===== src/life_generation_stencil_macros.svh =====
// Assertion macros shared by the life generation stencil RTL.
`ifndef LIFE_GENERATION_STENCIL_MACROS_SVH
`define LIFE_GENERATION_STENCIL_MACROS_SVH

// Same-cycle implication, sampled on clk, off while rst_n is low.
`define LGS_ASSERT_IMPLIES(label, ante, cons) \
    label: assert property (@(posedge clk) disable iff (!rst_n) (ante) |-> (cons)) \
        else $error("stencil check failed: same-cycle implication");

// Next-cycle implication, sampled on clk, off while rst_n is low.
`define LGS_ASSERT_NEXT(label, ante, cons) \
    label: assert property (@(posedge clk) disable iff (!rst_n) (ante) |=> (cons)) \
        else $error("stencil check failed: next-cycle implication");

`endif


===== src/lgs_pkg.sv =====
// Package: sizes, register codes and helper functions of the life stencil.
`default_nettype none
package lgs_pkg;

    localparam int MAX_WIDTH   = 256;
    localparam int MAX_HEIGHT  = 256;
    localparam int COL_W       = $clog2(MAX_WIDTH);
    localparam int ROW_W       = $clog2(MAX_HEIGHT);
    localparam int CFG_W       = 9;
    localparam int FIELD_W     = 8;
    localparam int WINDOW_ROWS = 3;
    localparam int ONES_W      = 2;
    localparam int COUNT_W     = 4;
    localparam int LINE_W      = 2;
    localparam int S_TDATA_W   = 8;
    localparam int M_TDATA_W   = 24;
    localparam int MIN_SIZE    = 3;

    localparam logic [COUNT_W-1:0] SURVIVE_COUNT = COUNT_W'(2);
    localparam logic [COUNT_W-1:0] BIRTH_COUNT   = COUNT_W'(3);

    typedef enum logic [0:0] {
        CFG_GRID_HEIGHT = 1'b0,
        CFG_GRID_WIDTH  = 1'b1
    } cfg_index_t;

    typedef logic [WINDOW_ROWS-1:0] column_t;

    // Live cells in one window column.
    function automatic logic [ONES_W-1:0] ones3(column_t col);
        return ONES_W'(col[0]) + ONES_W'(col[1]) + ONES_W'(col[2]);
    endfunction

    // Last valid column index for a size register, size saturated to [3, max].
    function automatic logic [COL_W-1:0] last_col(logic [CFG_W-1:0] size);
        logic [CFG_W:0] ext;
        ext = {1'b0, size};
        if (ext < (CFG_W+1)'(MIN_SIZE))
            return COL_W'(MIN_SIZE - 1);
        else if (int'(ext) > MAX_WIDTH)
            return COL_W'(MAX_WIDTH - 1);
        else
            return COL_W'(ext - 1'b1);
    endfunction

    // Last valid row index for a size register, size saturated to [3, max].
    function automatic logic [ROW_W-1:0] last_row(logic [CFG_W-1:0] size);
        logic [CFG_W:0] ext;
        ext = {1'b0, size};
        if (ext < (CFG_W+1)'(MIN_SIZE))
            return ROW_W'(MIN_SIZE - 1);
        else if (int'(ext) > MAX_HEIGHT)
            return ROW_W'(MAX_HEIGHT - 1);
        else
            return ROW_W'(ext - 1'b1);
    endfunction

endpackage
`default_nettype wire


===== src/lgs_ram.sv =====
// Generic single-write, single-read RAM with registered read data.
`default_nettype none
module lgs_ram #(
    parameter int WIDTH = 1,
    parameter int DEPTH = 2
) (
    input  wire logic                     clk,
    input  wire logic                     we,
    input  wire logic [$clog2(DEPTH)-1:0] waddr,
    input  wire logic [WIDTH-1:0]         wdata,
    input  wire logic                     re,
    input  wire logic [$clog2(DEPTH)-1:0] raddr,
    output logic      [WIDTH-1:0]         rdata
);

    logic [WIDTH-1:0] mem_reg [DEPTH];

    always_ff @(posedge clk)
    begin
        if (we)
        begin
            mem_reg[waddr] <= wdata;
        end
        if (re)
        begin
            rdata <= mem_reg[raddr];
        end
    end

endmodule
`default_nettype wire


===== src/lgs_cell.sv =====
// Window cell: holds one three-cell column and passes it on at each shift.
`default_nettype none
module lgs_cell (
    input  wire logic                          clk,
    input  wire logic                          rst_n,
    input  wire logic                          shift,
    input  wire lgs_pkg::column_t              col_in,
    output lgs_pkg::column_t                   col_q
);

    lgs_pkg::column_t col_reg;
    lgs_pkg::column_t col_next;

    always_comb
    begin
        col_next = shift ? col_in : col_reg;
    end

    always_ff @(posedge clk or negedge rst_n)
    begin
        if (!rst_n)
        begin
            col_reg <= '0;
        end
        else
        begin
            col_reg <= col_next;
        end
    end

    assign col_q = col_reg;

endmodule
`default_nettype wire


===== src/life_generation_stencil.sv =====
// Top level: one B3/S23 generation over a raster stream of cell bits.
//
// Usage
//   Cells arrive on the s_axis channel in raster order, one bit per transfer
//   (s_axis_tdata[0], 1 = alive), grid_height rows of grid_width columns,
//   sizes saturated to [3, 256]. Border cells are treated as dead.
//   For every interior cell (r-1, c-1) one result leaves on m_axis once cell
//   (r, c) has been taken: next value, row and column; tlast marks the final
//   interior cell of the generation. Generations follow back to back.
//   Throughput: one cell per cycle while the receiver does not stall. The cell
//   that completes a window passes stage 1, alongside the registered read of
//   the line store, and then the output register before its result is valid.
//   The receiver may stall at any time: the output register holds, the
//   middle stage waits, and s_axis_tready falls only when both are full.
//   Configuration: cfg_we with cfg_index 0 (height) or 1 (width) writes a
//   size and restarts the raster at row 0, column 0. Write only while idle.
//   Reset: sizes return to 256, raster position and window clear; the line
//   store needs no clearing since rows 0 and 1 refill it before any result.
`default_nettype none
`include "life_generation_stencil_macros.svh"
module life_generation_stencil (
    input  wire logic                            clk,
    input  wire logic                            rst_n,
    // Configuration write port
    input  wire logic                            cfg_we,
    input  wire logic [0:0]                      cfg_index,
    input  wire logic [lgs_pkg::CFG_W-1:0]       cfg_data,
    // Cell stream in
    input  wire logic                            s_axis_tvalid,
    output logic                                 s_axis_tready,
    input  wire logic [lgs_pkg::S_TDATA_W-1:0]   s_axis_tdata,  // [0] cell_alive
    // Result stream out
    output logic                                 m_axis_tvalid,
    input  wire logic                            m_axis_tready,
    output logic [lgs_pkg::M_TDATA_W-1:0]        m_axis_tdata,  // [0] next_alive,
                                                                 // [8:1] cell_row,
                                                                 // [16:9] cell_col
    output logic                                 m_axis_tlast   // last_of_generation
);

    // Configuration registers
    logic [lgs_pkg::CFG_W-1:0] grid_height_reg;
    logic [lgs_pkg::CFG_W-1:0] grid_width_reg;
    logic [lgs_pkg::ROW_W-1:0] h_last;
    logic [lgs_pkg::COL_W-1:0] w_last;

    // Raster position of the next cell
    logic [lgs_pkg::ROW_W-1:0] row_pos_reg;
    logic [lgs_pkg::ROW_W-1:0] row_pos_next;
    logic [lgs_pkg::COL_W-1:0] col_pos_reg;
    logic [lgs_pkg::COL_W-1:0] col_pos_next;

    // Line store read stage
    logic                      s1_valid_reg;
    logic                      s1_cur_reg;
    logic [lgs_pkg::ROW_W-1:0] s1_row_reg;
    logic [lgs_pkg::COL_W-1:0] s1_col_reg;
    logic                      s1_emit_reg;
    logic                      s1_last_reg;

    // Output register
    logic                        out_valid_reg;
    logic                        out_alive_reg;
    logic [lgs_pkg::FIELD_W-1:0] out_row_reg;
    logic [lgs_pkg::FIELD_W-1:0] out_col_reg;
    logic                        out_last_reg;

    logic                        in_xfer;
    logic                        s1_advance;
    logic                        border;
    logic                        cur_masked;
    logic [lgs_pkg::LINE_W-1:0]  line_rdata;
    lgs_pkg::column_t            new_col;
    lgs_pkg::column_t            cell0_col;
    lgs_pkg::column_t            cell1_col;
    logic [lgs_pkg::COUNT_W-1:0] total;
    logic [lgs_pkg::COUNT_W-1:0] neighbours;
    logic                        centre;
    logic                        next_alive;

    assign h_last = lgs_pkg::last_row(grid_height_reg);
    assign w_last = lgs_pkg::last_col(grid_width_reg);

    // Handshakes: the middle stage moves on whenever the output register is
    // free or being emptied; input is taken whenever the middle stage frees.
    assign s1_advance    = s1_valid_reg && (!out_valid_reg || m_axis_tready);
    assign s_axis_tready = !s1_valid_reg || s1_advance;
    assign in_xfer       = s_axis_tvalid && s_axis_tready;

    // Force the border dead
    assign border     = (row_pos_reg == '0) || (row_pos_reg == h_last) ||
                        (col_pos_reg == '0) || (col_pos_reg == w_last);
    assign cur_masked = s_axis_tdata[0] && !border;

    // Advance the raster position, wrapping at row and grid end; cfg_we clears it
    always_comb
    begin
        row_pos_next = row_pos_reg;
        col_pos_next = col_pos_reg;
        if (cfg_we)
        begin
            row_pos_next = '0;
            col_pos_next = '0;
        end
        else if (in_xfer)
        begin
            if (col_pos_reg == w_last)
            begin
                col_pos_next = '0;
                row_pos_next = (row_pos_reg == h_last) ? '0 : row_pos_reg + 1'b1;
            end
            else
            begin
                col_pos_next = col_pos_reg + 1'b1;
            end
        end
    end

    always_ff @(posedge clk or negedge rst_n)
    begin
        if (!rst_n)
        begin
            grid_height_reg <= lgs_pkg::CFG_W'(lgs_pkg::MAX_HEIGHT);
            grid_width_reg  <= lgs_pkg::CFG_W'(lgs_pkg::MAX_WIDTH);
            row_pos_reg     <= '0;
            col_pos_reg     <= '0;
        end
        else
        begin
            row_pos_reg <= row_pos_next;
            col_pos_reg <= col_pos_next;
            if (cfg_we)
            begin
                case (lgs_pkg::cfg_index_t'(cfg_index))
                    lgs_pkg::CFG_GRID_HEIGHT: grid_height_reg <= cfg_data;
                    lgs_pkg::CFG_GRID_WIDTH:  grid_width_reg  <= cfg_data;
                    default: ;
                endcase
            end
        end
    end

    // Line store: bit 1 holds the row above, bit 0 the row two above. Read on
    // the input transfer, rewrite the same column as the cell leaves stage 1.
    // The next access to that column lies at least three cells later.
    lgs_ram #(
        .WIDTH (lgs_pkg::LINE_W),
        .DEPTH (lgs_pkg::MAX_WIDTH)
    ) u_line_ram (
        .clk   (clk),
        .we    (s1_advance),
        .waddr (s1_col_reg),
        .wdata ({s1_cur_reg, line_rdata[1]}),
        .re    (in_xfer),
        .raddr (col_pos_reg),
        .rdata (line_rdata)
    );

    // Stage 1: hold the cell and its tags while the line store is read
    always_ff @(posedge clk or negedge rst_n)
    begin
        if (!rst_n)
        begin
            s1_valid_reg <= 1'b0;
        end
        else if (in_xfer)
        begin
            s1_valid_reg <= 1'b1;
        end
        else if (s1_advance)
        begin
            s1_valid_reg <= 1'b0;
        end
    end

    always_ff @(posedge clk)
    begin
        if (in_xfer)
        begin
            s1_cur_reg  <= cur_masked;
            s1_row_reg  <= row_pos_reg;
            s1_col_reg  <= col_pos_reg;
            s1_emit_reg <= (row_pos_reg >= lgs_pkg::ROW_W'(2)) &&
                           (col_pos_reg >= lgs_pkg::COL_W'(2));
            s1_last_reg <= (row_pos_reg == h_last) && (col_pos_reg == w_last);
        end
    end

    // Window: the newest column is the stage 1 cell under the line store bits,
    // the two older ones sit in a chain of cells that shifts once per cell.
    assign new_col = {s1_cur_reg, line_rdata[1], line_rdata[0]};

    lgs_cell u_cell0 (
        .clk    (clk),
        .rst_n  (rst_n),
        .shift  (s1_advance),
        .col_in (new_col),
        .col_q  (cell0_col)
    );

    lgs_cell u_cell1 (
        .clk    (clk),
        .rst_n  (rst_n),
        .shift  (s1_advance),
        .col_in (cell0_col),
        .col_q  (cell1_col)
    );

    // B3/S23 rule on the window centred on the middle cell of cell 0
    assign centre     = cell0_col[1];
    assign total      = lgs_pkg::COUNT_W'(lgs_pkg::ones3(new_col)) +
                        lgs_pkg::COUNT_W'(lgs_pkg::ones3(cell0_col)) +
                        lgs_pkg::COUNT_W'(lgs_pkg::ones3(cell1_col));
    assign neighbours = total - lgs_pkg::COUNT_W'(centre);
    assign next_alive = (neighbours == lgs_pkg::BIRTH_COUNT) ||
                        (centre && (neighbours == lgs_pkg::SURVIVE_COUNT));

    // Output register
    always_ff @(posedge clk or negedge rst_n)
    begin
        if (!rst_n)
        begin
            out_valid_reg <= 1'b0;
        end
        else if (s1_advance)
        begin
            out_valid_reg <= s1_emit_reg;
        end
        else if (m_axis_tready)
        begin
            out_valid_reg <= 1'b0;
        end
    end

    always_ff @(posedge clk)
    begin
        if (s1_advance && s1_emit_reg)
        begin
            out_alive_reg <= next_alive;
            out_row_reg   <= lgs_pkg::FIELD_W'(s1_row_reg - 1'b1);
            out_col_reg   <= lgs_pkg::FIELD_W'(s1_col_reg - 1'b1);
            out_last_reg  <= s1_last_reg;
        end
    end

    assign m_axis_tvalid = out_valid_reg;
    assign m_axis_tlast  = out_last_reg;
    assign m_axis_tdata  = {
        (lgs_pkg::M_TDATA_W - 2 * lgs_pkg::FIELD_W - 1)'(0),
        out_col_reg,
        out_row_reg,
        out_alive_reg
    };

    // Input is never taken while stage 1 is full and stuck
    `LGS_ASSERT_IMPLIES(a_no_overrun, in_xfer, !s1_valid_reg || s1_advance)
    // An interior result always enters the output register
    `LGS_ASSERT_NEXT(a_result_lands, s1_advance && s1_emit_reg, out_valid_reg)
    // Reported cells are never on the top row or left column
    `LGS_ASSERT_IMPLIES(a_interior_only, out_valid_reg,
                        (out_row_reg != '0) && (out_col_reg != '0))
    // The raster column never passes the last column in use
    `LGS_ASSERT_IMPLIES(a_col_in_range, 1'b1, col_pos_reg <= w_last)

endmodule
`default_nettype wire


===== config.mk =====
export PLATFORM = sky130hd
export DESIGN_NAME = life_generation_stencil
export DESIGN_NICKNAME = d
export VERILOG_FILES = /design/src/lgs_pkg.sv /design/src/lgs_ram.sv /design/src/lgs_cell.sv /design/src/life_generation_stencil.sv
export VERILOG_INCLUDE_DIRS = /design/src /design/src/src
export SDC_FILE = /design/constraint.sdc
export NUM_CORES = 1
export LEC_CHECK = 0
export ABC_CLOCK_PERIOD_IN_PS = 5900
export BUFFER_PORTS_ARGS = -buffer_cell sky130_fd_sc_hd__buf_2
export CORE_ASPECT_RATIO = 0.8
export CORE_MARGIN = 5
export CORE_UTILIZATION = 30
export CTS_BUF_LIST = sky130_fd_sc_hd__clkbuf_8 sky130_fd_sc_hd__clkbuf_16
export CTS_CLUSTER_DIAMETER = 50
export DETAILED_ROUTE_END_ITERATION = 10
export SLEW_MARGIN = 20
export SYNTH_ARGS = -nofsm -noshare
export SYNTH_HDL_FRONTEND = slang
export SYNTH_SLANG_ARGS = --single-unit

===== constraint.sdc =====
create_clock -name clk -period 5.9 [get_ports clk]
set_input_delay 0 -clock clk [delete_from_list [all_inputs] [get_ports clk]]
set_output_delay 0 -clock clk [all_outputs]
set_load 0.005 [all_outputs]

==> summary.md, run 1 <==
| Metric | Value |
|---|---|
| Status | finished clean |
| Max FO, Critical Path | 12 |
| Final Hold Viols | 0 |
| Pwr dens | 323 nW/um^2 |
| Detail Placement HPWL | 36,100 um |
| Synth warn | 0 |
| GRT Total Usage | 12.9% |
| Crit path launch | grid_height_reg[0] |
| Reg-to-reg startpoint | grid_height_reg[0] |
| DR DRC count | 0 |
| Post-synthesis async set-or-reset flop share | 7.08% |
| Worst EP required | 6.39 ns |
| Clock net sink count | 593 |
| Die X | 335 um |
| Startpoint Class | flop |
| Fin. max-slew vios | 0 |
| Final wirelength | 59,500 um |
| Fmax achieved | 264 MHz |
| DR pass1 iterations | 5 |
| NumNets Final | 1,639 |
| Synth Instances | 1,554 |
| Largest net degree at the start of global routing | 111 |
| Total CTS buffers | 57 |
| Hold Slack | 0.183 ns |
| Antenna violations before repair | 0 |
| Slew margin rel. | 27.9% |
| Initial DRC count | 1,448 |
| DIE AREA | 90,700 um^2 |
| Gpl congestion | 0.829 |
| Total power | 9.32 mW |
| Area Growth Syn to Fin | 13.5% |
| Max-cap violations | 0 |
| Final Cycle Share | 64.3% |
| Seq/Total Area, Yosys | 69.2% |
| Mapped Area | 25,400 um^2 |
| CORE AREA | 84,000 um^2 |
| Clk slew on worst S/H paths | 0.06 ns |
| CTS Buffer Depth | 3 |
| Final Cell Area | 28,900 um^2 |
| Number of global-route vias before repair | 14,300 |
| Library cells used by synthesis | 68 |
| Mean number of vias per cell | 5.12 |
| ANT nets after route | 0 |
| Mean Syn Cell Area | 16.4 um^2 |
| Final WS setup | 2.11 ns |
| R2R depth | 10 |
| CTS tree | done |
| Hold Crit Depth | 3 |
| Worst Skew | 0.0131 ns |
| Postcts setup bufs | 0 |
| Clock Latency Late Sink | 0.61 ns |
| Worst Setup End Kind | flop |
| Hold crit path type | input port to flop |
| Ports | 50 |
| Setup violators final | 0 |
| Max FFs per register | 512 |
| Least-Margin Pin Slew | 1.08 ns |
| Root Buffer | clkbuf_16 |
| RSZ-0062 raised after global routing | no |
| Die height | 270 um |
| Fin crit period | 3.79 ns |
| Main synth FF type | edfxtp_1 |
| Non-Filler Instances | 2,754 |
| Yosys reg bits | 593 |
| Worst vdd ir | 0.000221 V |
| CP Class | flop to flop |
| Initial core utilization | 30.2% |
| H-tree levels | 2 |
| Layout cells sized above 1 | 20.8% |
| Final Core Density | 34.3% |
| Post-Place Cell Area | 26,800 um^2 |
| Fillers | 7,926 |
| Arr. time, crit path | 4.28 ns |
| Grt total ovfl | 0 |
| Routed length per instance | 21.6 um |
| Dpl ws | 2.15 ns |
| Rows | 95 |
| Ant diodes | 0 |
| Via Count | 14,100 |
| PortBufs | 35 |
| Min-delay src | cfg_data[5] |
| Placed Cells incl. Taps | 2,628 |
| Setup_tns | 0 ns |
| Pleak | 8.90 nW |
| First-pass GRT wire length | 89,700 um |
| Number of synthesized flops with an enable pin | 551 |
worst paths after layout:
path	slack, ns	endpoint
max	2.11	row_pos_reg[6]
min	0.18	grid_width_reg[5]
max reg2reg	2.11	row_pos_reg[6]
min reg2reg	0.42	m_axis_tlast
max in group asynchronous	4.98	col_pos_reg[0]
min in group asynchronous	0.45	m_axis_tvalid
power breakdown:
group | internal (mW) | switching, mW
registers | 4.74 | 0.115
clock network | 1.98 | 1.53
logic | 0.409 | 0.545
cell usage after synthesis, drive strengths merged (4+ instances only):
library cell  count  share of area (%)
nor2            283                4.2
a31oi             5               0.12
nand4            13               0.32
a21oi            25               0.51
xor2             13               0.45
mux2             21               0.93
mux4            153                 14
ha               17               0.84
or4               7               0.23
nor3             21               0.43
a221o             9               0.35
nor4              9               0.34
nor4b             4               0.14
xnor2            15               0.52
nand3            37               0.73
a211oi            4               0.12
nor3b             6               0.18
buf              40               0.77
inv              36               0.53
or3               5               0.12
nand2b            8               0.20
fa                6               0.47
mux2i            15               0.59
o21ai            20               0.39
nor2b            11               0.27
edfxtp          551                 65
nand2            55               0.81
dfrtp            40                3.9
clkbuf           74                1.1
critical path: stages (launching register included):
cell and delay (ns):
dfrtp_1 0.51, inv_1 0.15, ha_1 0.34, nor3b_1 0.31, or4b_1 0.51, nand3_1 0.12, a31oi_1 0.08, or4_4 0.56
nor4_4 0.55, nor3_2 0.19, a221o_1 0.34
cell families (layout without fill, tap and decap cells):
group | count (synthesis) | in the layout | synth area share, %
compound gates | 99 | 99 | 2.70
xor+xnor | 28 | 28 | 0.965
fa+ha+maj | 23 | 23 | 1.31
buf+inv | 150 | 229 | 2.41
flops | 593 | 593 | 69.2
mux | 189 | 189 | 15.1
other cells | 1 | 7 | 0.0148
simple gates | 471 | 471 | 8.29
final cells by class:
type,instances,area [um^2],share of cell area (%)
multi-input combinational,817,7240,25.1
tap,1115,1400,4.84
timing repair buffer,88,666,2.31
sequential,593,17600,61.0
inverter,36,135,0.468
clock inverter,46,328,1.14
clock buffer,59,1480,5.12
cells in the final DEF, fill, tap and decap left out, types with 10 or more instances in the layout:
master and n:
clkbuf_16 59, inv_1 49, mux4_2 153, nor2b_1 11, o21ai_0 19, xnor2_1 15, dfrtp_1 36, nand4_1 13
ha_1 17, nor3_1 20, clkinv_1 11, a21oi_1 24, nand3_1 34, mux2_2 21, buf_2 34, dlygate4sd3_1 21
nor2_1 283, xor2_1 13, nand2_1 55, mux2i_1 15, buf_4 30, edfxtp_1 551, clkinv_2 10
routing by layer:
layer / vias up / GRT usage, % / part of all wire, %
met5: - / 0 / 0
met1: 7352 / 18.8 / 44
met3: 97 / 2.35 / 7.6
met2: 577 / 19.9 / 46
li1: 6067 / - / -
met4: 0 / 3.36 / 2.2
timing repair:
action / CTS / global route
gates resized for setup: 0 / 0
hold buffers: 20 / 1
hold endpoints to repair: 69 / 24
Note: power is estimated with default switching activity, not from simulation.
==> inputs of run 2 (changes only) <==
--- a/config.mk
+++ b/config.mk
@@ -6,7 +6,7 @@
 export SDC_FILE = /design/constraint.sdc
 export NUM_CORES = 1
 export LEC_CHECK = 0
-export ABC_CLOCK_PERIOD_IN_PS = 5900
+export ABC_CLOCK_PERIOD_IN_PS = 3240
 export BUFFER_PORTS_ARGS = -buffer_cell sky130_fd_sc_hd__buf_2
 export CORE_ASPECT_RATIO = 0.8
 export CORE_MARGIN = 5
==> constraint.sdc (replaced) <==
create_clock -name clk -period 3.24 [get_ports clk]
set_input_delay 0 -clock clk [delete_from_list [all_inputs] [get_ports clk]]
set_output_delay 0 -clock clk [all_outputs]
set_load 0.005 [all_outputs]
==> summary.md, run 2 (synthesis results as in run 1) <==
| Metric | Value |
|---|---|
| Initial core utilization | 30.2% (unchanged) |
| Pleak | 9.16 nW (was 8.90 nW) |
| Clk slew on worst S/H paths | 0.06 ns (about the same) |
| Max-cap violations | 0 (unchanged) |
| Worst vdd ir | 0.000417 V (was 0.000221 V) |
| Status | finished clean (unchanged) |
| Hold Crit Depth | 3 (unchanged) |
| Reg-to-reg startpoint | u_cell0.col_q[2] (was grid_height_reg[0]) |
| Clock group share of total power | 37.9% (was 37.7%) |
| DR DRC count | 0 (unchanged) |
| Worst EP required | 3.60 ns (was 6.39 ns) |
| Fin crit period | 3.11 ns (was 3.79 ns) |
| Fin. max-slew vios | 0 (unchanged) |
| Root Buffer | clkbuf_16 (unchanged) |
| Routed length per instance | 21.3 um (was 21.6 um) |
| Arr. time, crit path | 3.47 ns (was 4.28 ns) |
| Setup_tns | 0 ns (unchanged) |
| DIE AREA | 90,700 um^2 (unchanged) |
| Clock Latency Late Sink | 0.61 ns (about the same) |
| Comb pwr share | 11.4% (was 10.2%) |
| Via Count | 14,200 (was 14,100) |
| NumNets Final | 1,685 (was 1,639) |
| Switching Share | 23.9% (was 23.5%) |
| Die height | 270 um (unchanged) |
| Die X | 335 um (unchanged) |
| Antenna violations before repair | 0 (unchanged) |
| H-tree levels | 2 (unchanged) |
| Post-Place Cell Area | 27,200 um^2 (was 26,800 um^2) |
| Final Cycle Share | 95.8% (was 64.3%) |
| Number of global-route vias before repair | 14,400 (was 14,300) |
| CORE AREA | 84,000 um^2 (unchanged) |
| Min-delay src | cfg_data[8] (was cfg_data[5]) |
| PortBufs | 35 (unchanged) |
| Sequential share of power | 50.8% (was 52.0%) |
| Grt total ovfl | 0 (unchanged) |
| Total CTS buffers | 59 (was 57) |
| Worst Setup End Kind | flop (unchanged) |
| Worst Skew | 0.0124 ns (was 0.0131 ns) |
| Layout cells sized above 1 | 23.0% (was 20.8%) |
| Clock net sink count | 593 (unchanged) |
| Hold crit path type | input port to flop (unchanged) |
| Fmax achieved | 322 MHz (was 264 MHz) |
| GRT Total Usage | 12.9% (about the same) |
| Final Cell Area | 29,400 um^2 (was 28,900 um^2) |
| First-pass GRT wire length | 90,500 um (was 89,700 um) |
| CP Class | flop to flop (unchanged) |
| Placed Cells incl. Taps | 2,667 (was 2,628) |
| Detail Placement HPWL | 36,200 um (was 36,100 um) |
| Commonest cells after routing, fill and taps aside | edfxtp_1 (551), nor2_1 (283), mux4_2 (153), buf_4 (63), clkbuf_16 (59) (was edfxtp_1 (551), nor2_1 (283), mux4_2 (153), clkbuf_16 (59), nand2_1 (55)) |
| Leading cell type in the layout, fill and taps excluded | edfxtp_1 (unchanged) |
| Ports | 50 (unchanged) |
| Area Growth Syn to Fin | 15.5% (was 13.5%) |
| Rows | 95 (unchanged) |
| Max FFs per register | 512 (unchanged) |
| ANT nets after route | 0 (unchanged) |
| Non-Filler Instances | 2,799 (was 2,754) |
| Psw | 4.12 mW (was 2.19 mW) |
| Max FO, Critical Path | 2 (was 12) |
| DR pass1 iterations | 6 (was 5) |
| CTS Buffer Depth | 3 (unchanged) |
| Final Hold Viols | 0 (unchanged) |
| Initial DRC count | 1,392 (was 1,448) |
| Setup violators final | 0 (unchanged) |
| Gpl congestion | 0.846 (was 0.829) |
| Largest net degree at the start of global routing | 258 (was 111) |
| R2R depth | 10 (unchanged) |
| Internal cell power | 13.1 mW (was 7.13 mW) |
| Mean number of vias per cell | 5.06 (was 5.12) |
| Final wirelength | 59,500 um (about the same) |
| R2r setup slk | 0.13 ns (was 2.11 ns) |
| Hold path endpoint | grid_width_reg[8] (was grid_width_reg[5]) |
| CTS tree | done (unchanged) |
| Pwr dens | 588 nW/um^2 (was 323 nW/um^2) |
| Startpoint Class | flop (unchanged) |
| Worst reg2reg path endpoint | out_alive_reg (was row_pos_reg[6]) |
| Ant diodes | 0 (unchanged) |
| Least-Margin Pin Slew | 0.945 ns (was 1.08 ns) |
| Slew margin rel. | 37.0% (was 27.9%) |
## run 2: changes by cell type in the layout (fill, tap and decap cells not counted), sizes merged
cell	change
inv	+3
dlygate4sd3	+2
buf	+42
clkinv	-5
clkbuf	+2
clkinvlp	+1
## run 2: cell type report
| cell class | count | area [um^2] |
|---|---|---|
| Clock buffer | 61 | 1500 |
| Inverter | 36 | 135 |
| Clock inverter | 45 | 322 |
| Fill cell | 7809 | 54700 |
| Timing Repair Buffer | 132 | 1130 |
| Multi-Input combinational cell | 817 | 7260 |
| Tap cell | 1115 | 1400 |
| Sequential cell | 593 | 17600 |
## run 2: power groups by stage
stage / clock [mW] / sequential, mW / combinational [mW]
6_report: 6.54 / 8.76 / 1.96
5_1_grt: 7.00 / 8.78 / 2.16
4_1_cts: 6.68 / 8.76 / 1.96
3_5_place_dp: 0 / 8.92 / 1.89
3_3_place_gp: 0 / 8.91 / 1.87
2_1_floorplan: 0 / 8.99 / 1.23
## run 2: critical path, stage by stage (launching register included)
cell and delay [ns]:
dfrtp_1 0.39, fa_1 0.50, fa_1 0.49, inv_1 0.05, fa_1 0.47, inv_1 0.05, fa_2 0.34, a21o_1 0.16
a21oi_1 0.18, xnor2_1 0.16, nor3_2 0.06
## run 2: worst max-delay path by stage
stage	slack (ns)	start	endpoint	cells after the start
after floorplan	-1.57	u_line_ram.rdata[1]	out_alive_reg	6
after global placement	-0.06	u_cell0.col_q[0]	out_alive_reg	9
after detailed placement	-0.05	grid_width_reg[2]	row_pos_reg[1]	8
after CTS	0.02	grid_width_reg[2]	row_pos_reg[1]	8
after global routing	-0.007	grid_width_reg[0]	row_pos_reg[1]	10
final	0.13	u_cell0.col_q[2]	out_alive_reg	10
## run 2: routing by layer
layer / part of all wire, % / vias to the layer above / track usage, %
met5: 0 / - / 0
met4: 2.0 / 0 / 2.96
met3: 7.5 / 88 / 2.50
met2: 47 / 560 / 20.3
met1: 44 / 7345 / 18.7
li1: - / 6183 / -
## run 2: timing repair
| item | in CTS | in global routing |
|---|---|---|
| buffers inserted | 0 | 1 |
| pin swaps | 1 | 4 |
| gates resized for setup | 3 | 8 |
| setup endpoints to repair | 9 | 9 |
| hold endpoints to repair | 68 | 24 |
| cloned | 0 | 0 |
| hold buffers | 22 | 1 |
## run 2: stage by stage
stage	setup slack [ns]	power (mW)	utilization, %	hold WS, ns
floorplan	-1.57	10.2	-	-0.296
global placement	-0.0629	10.8	32.4	0.212
detailed placement	-0.0500	10.8	32.4	0.219
CTS	0.0205	17.4	34.8	0.108
global route	-0.00686	17.9	34.9	0.187
finish	0.135	17.3	34.9	0.193
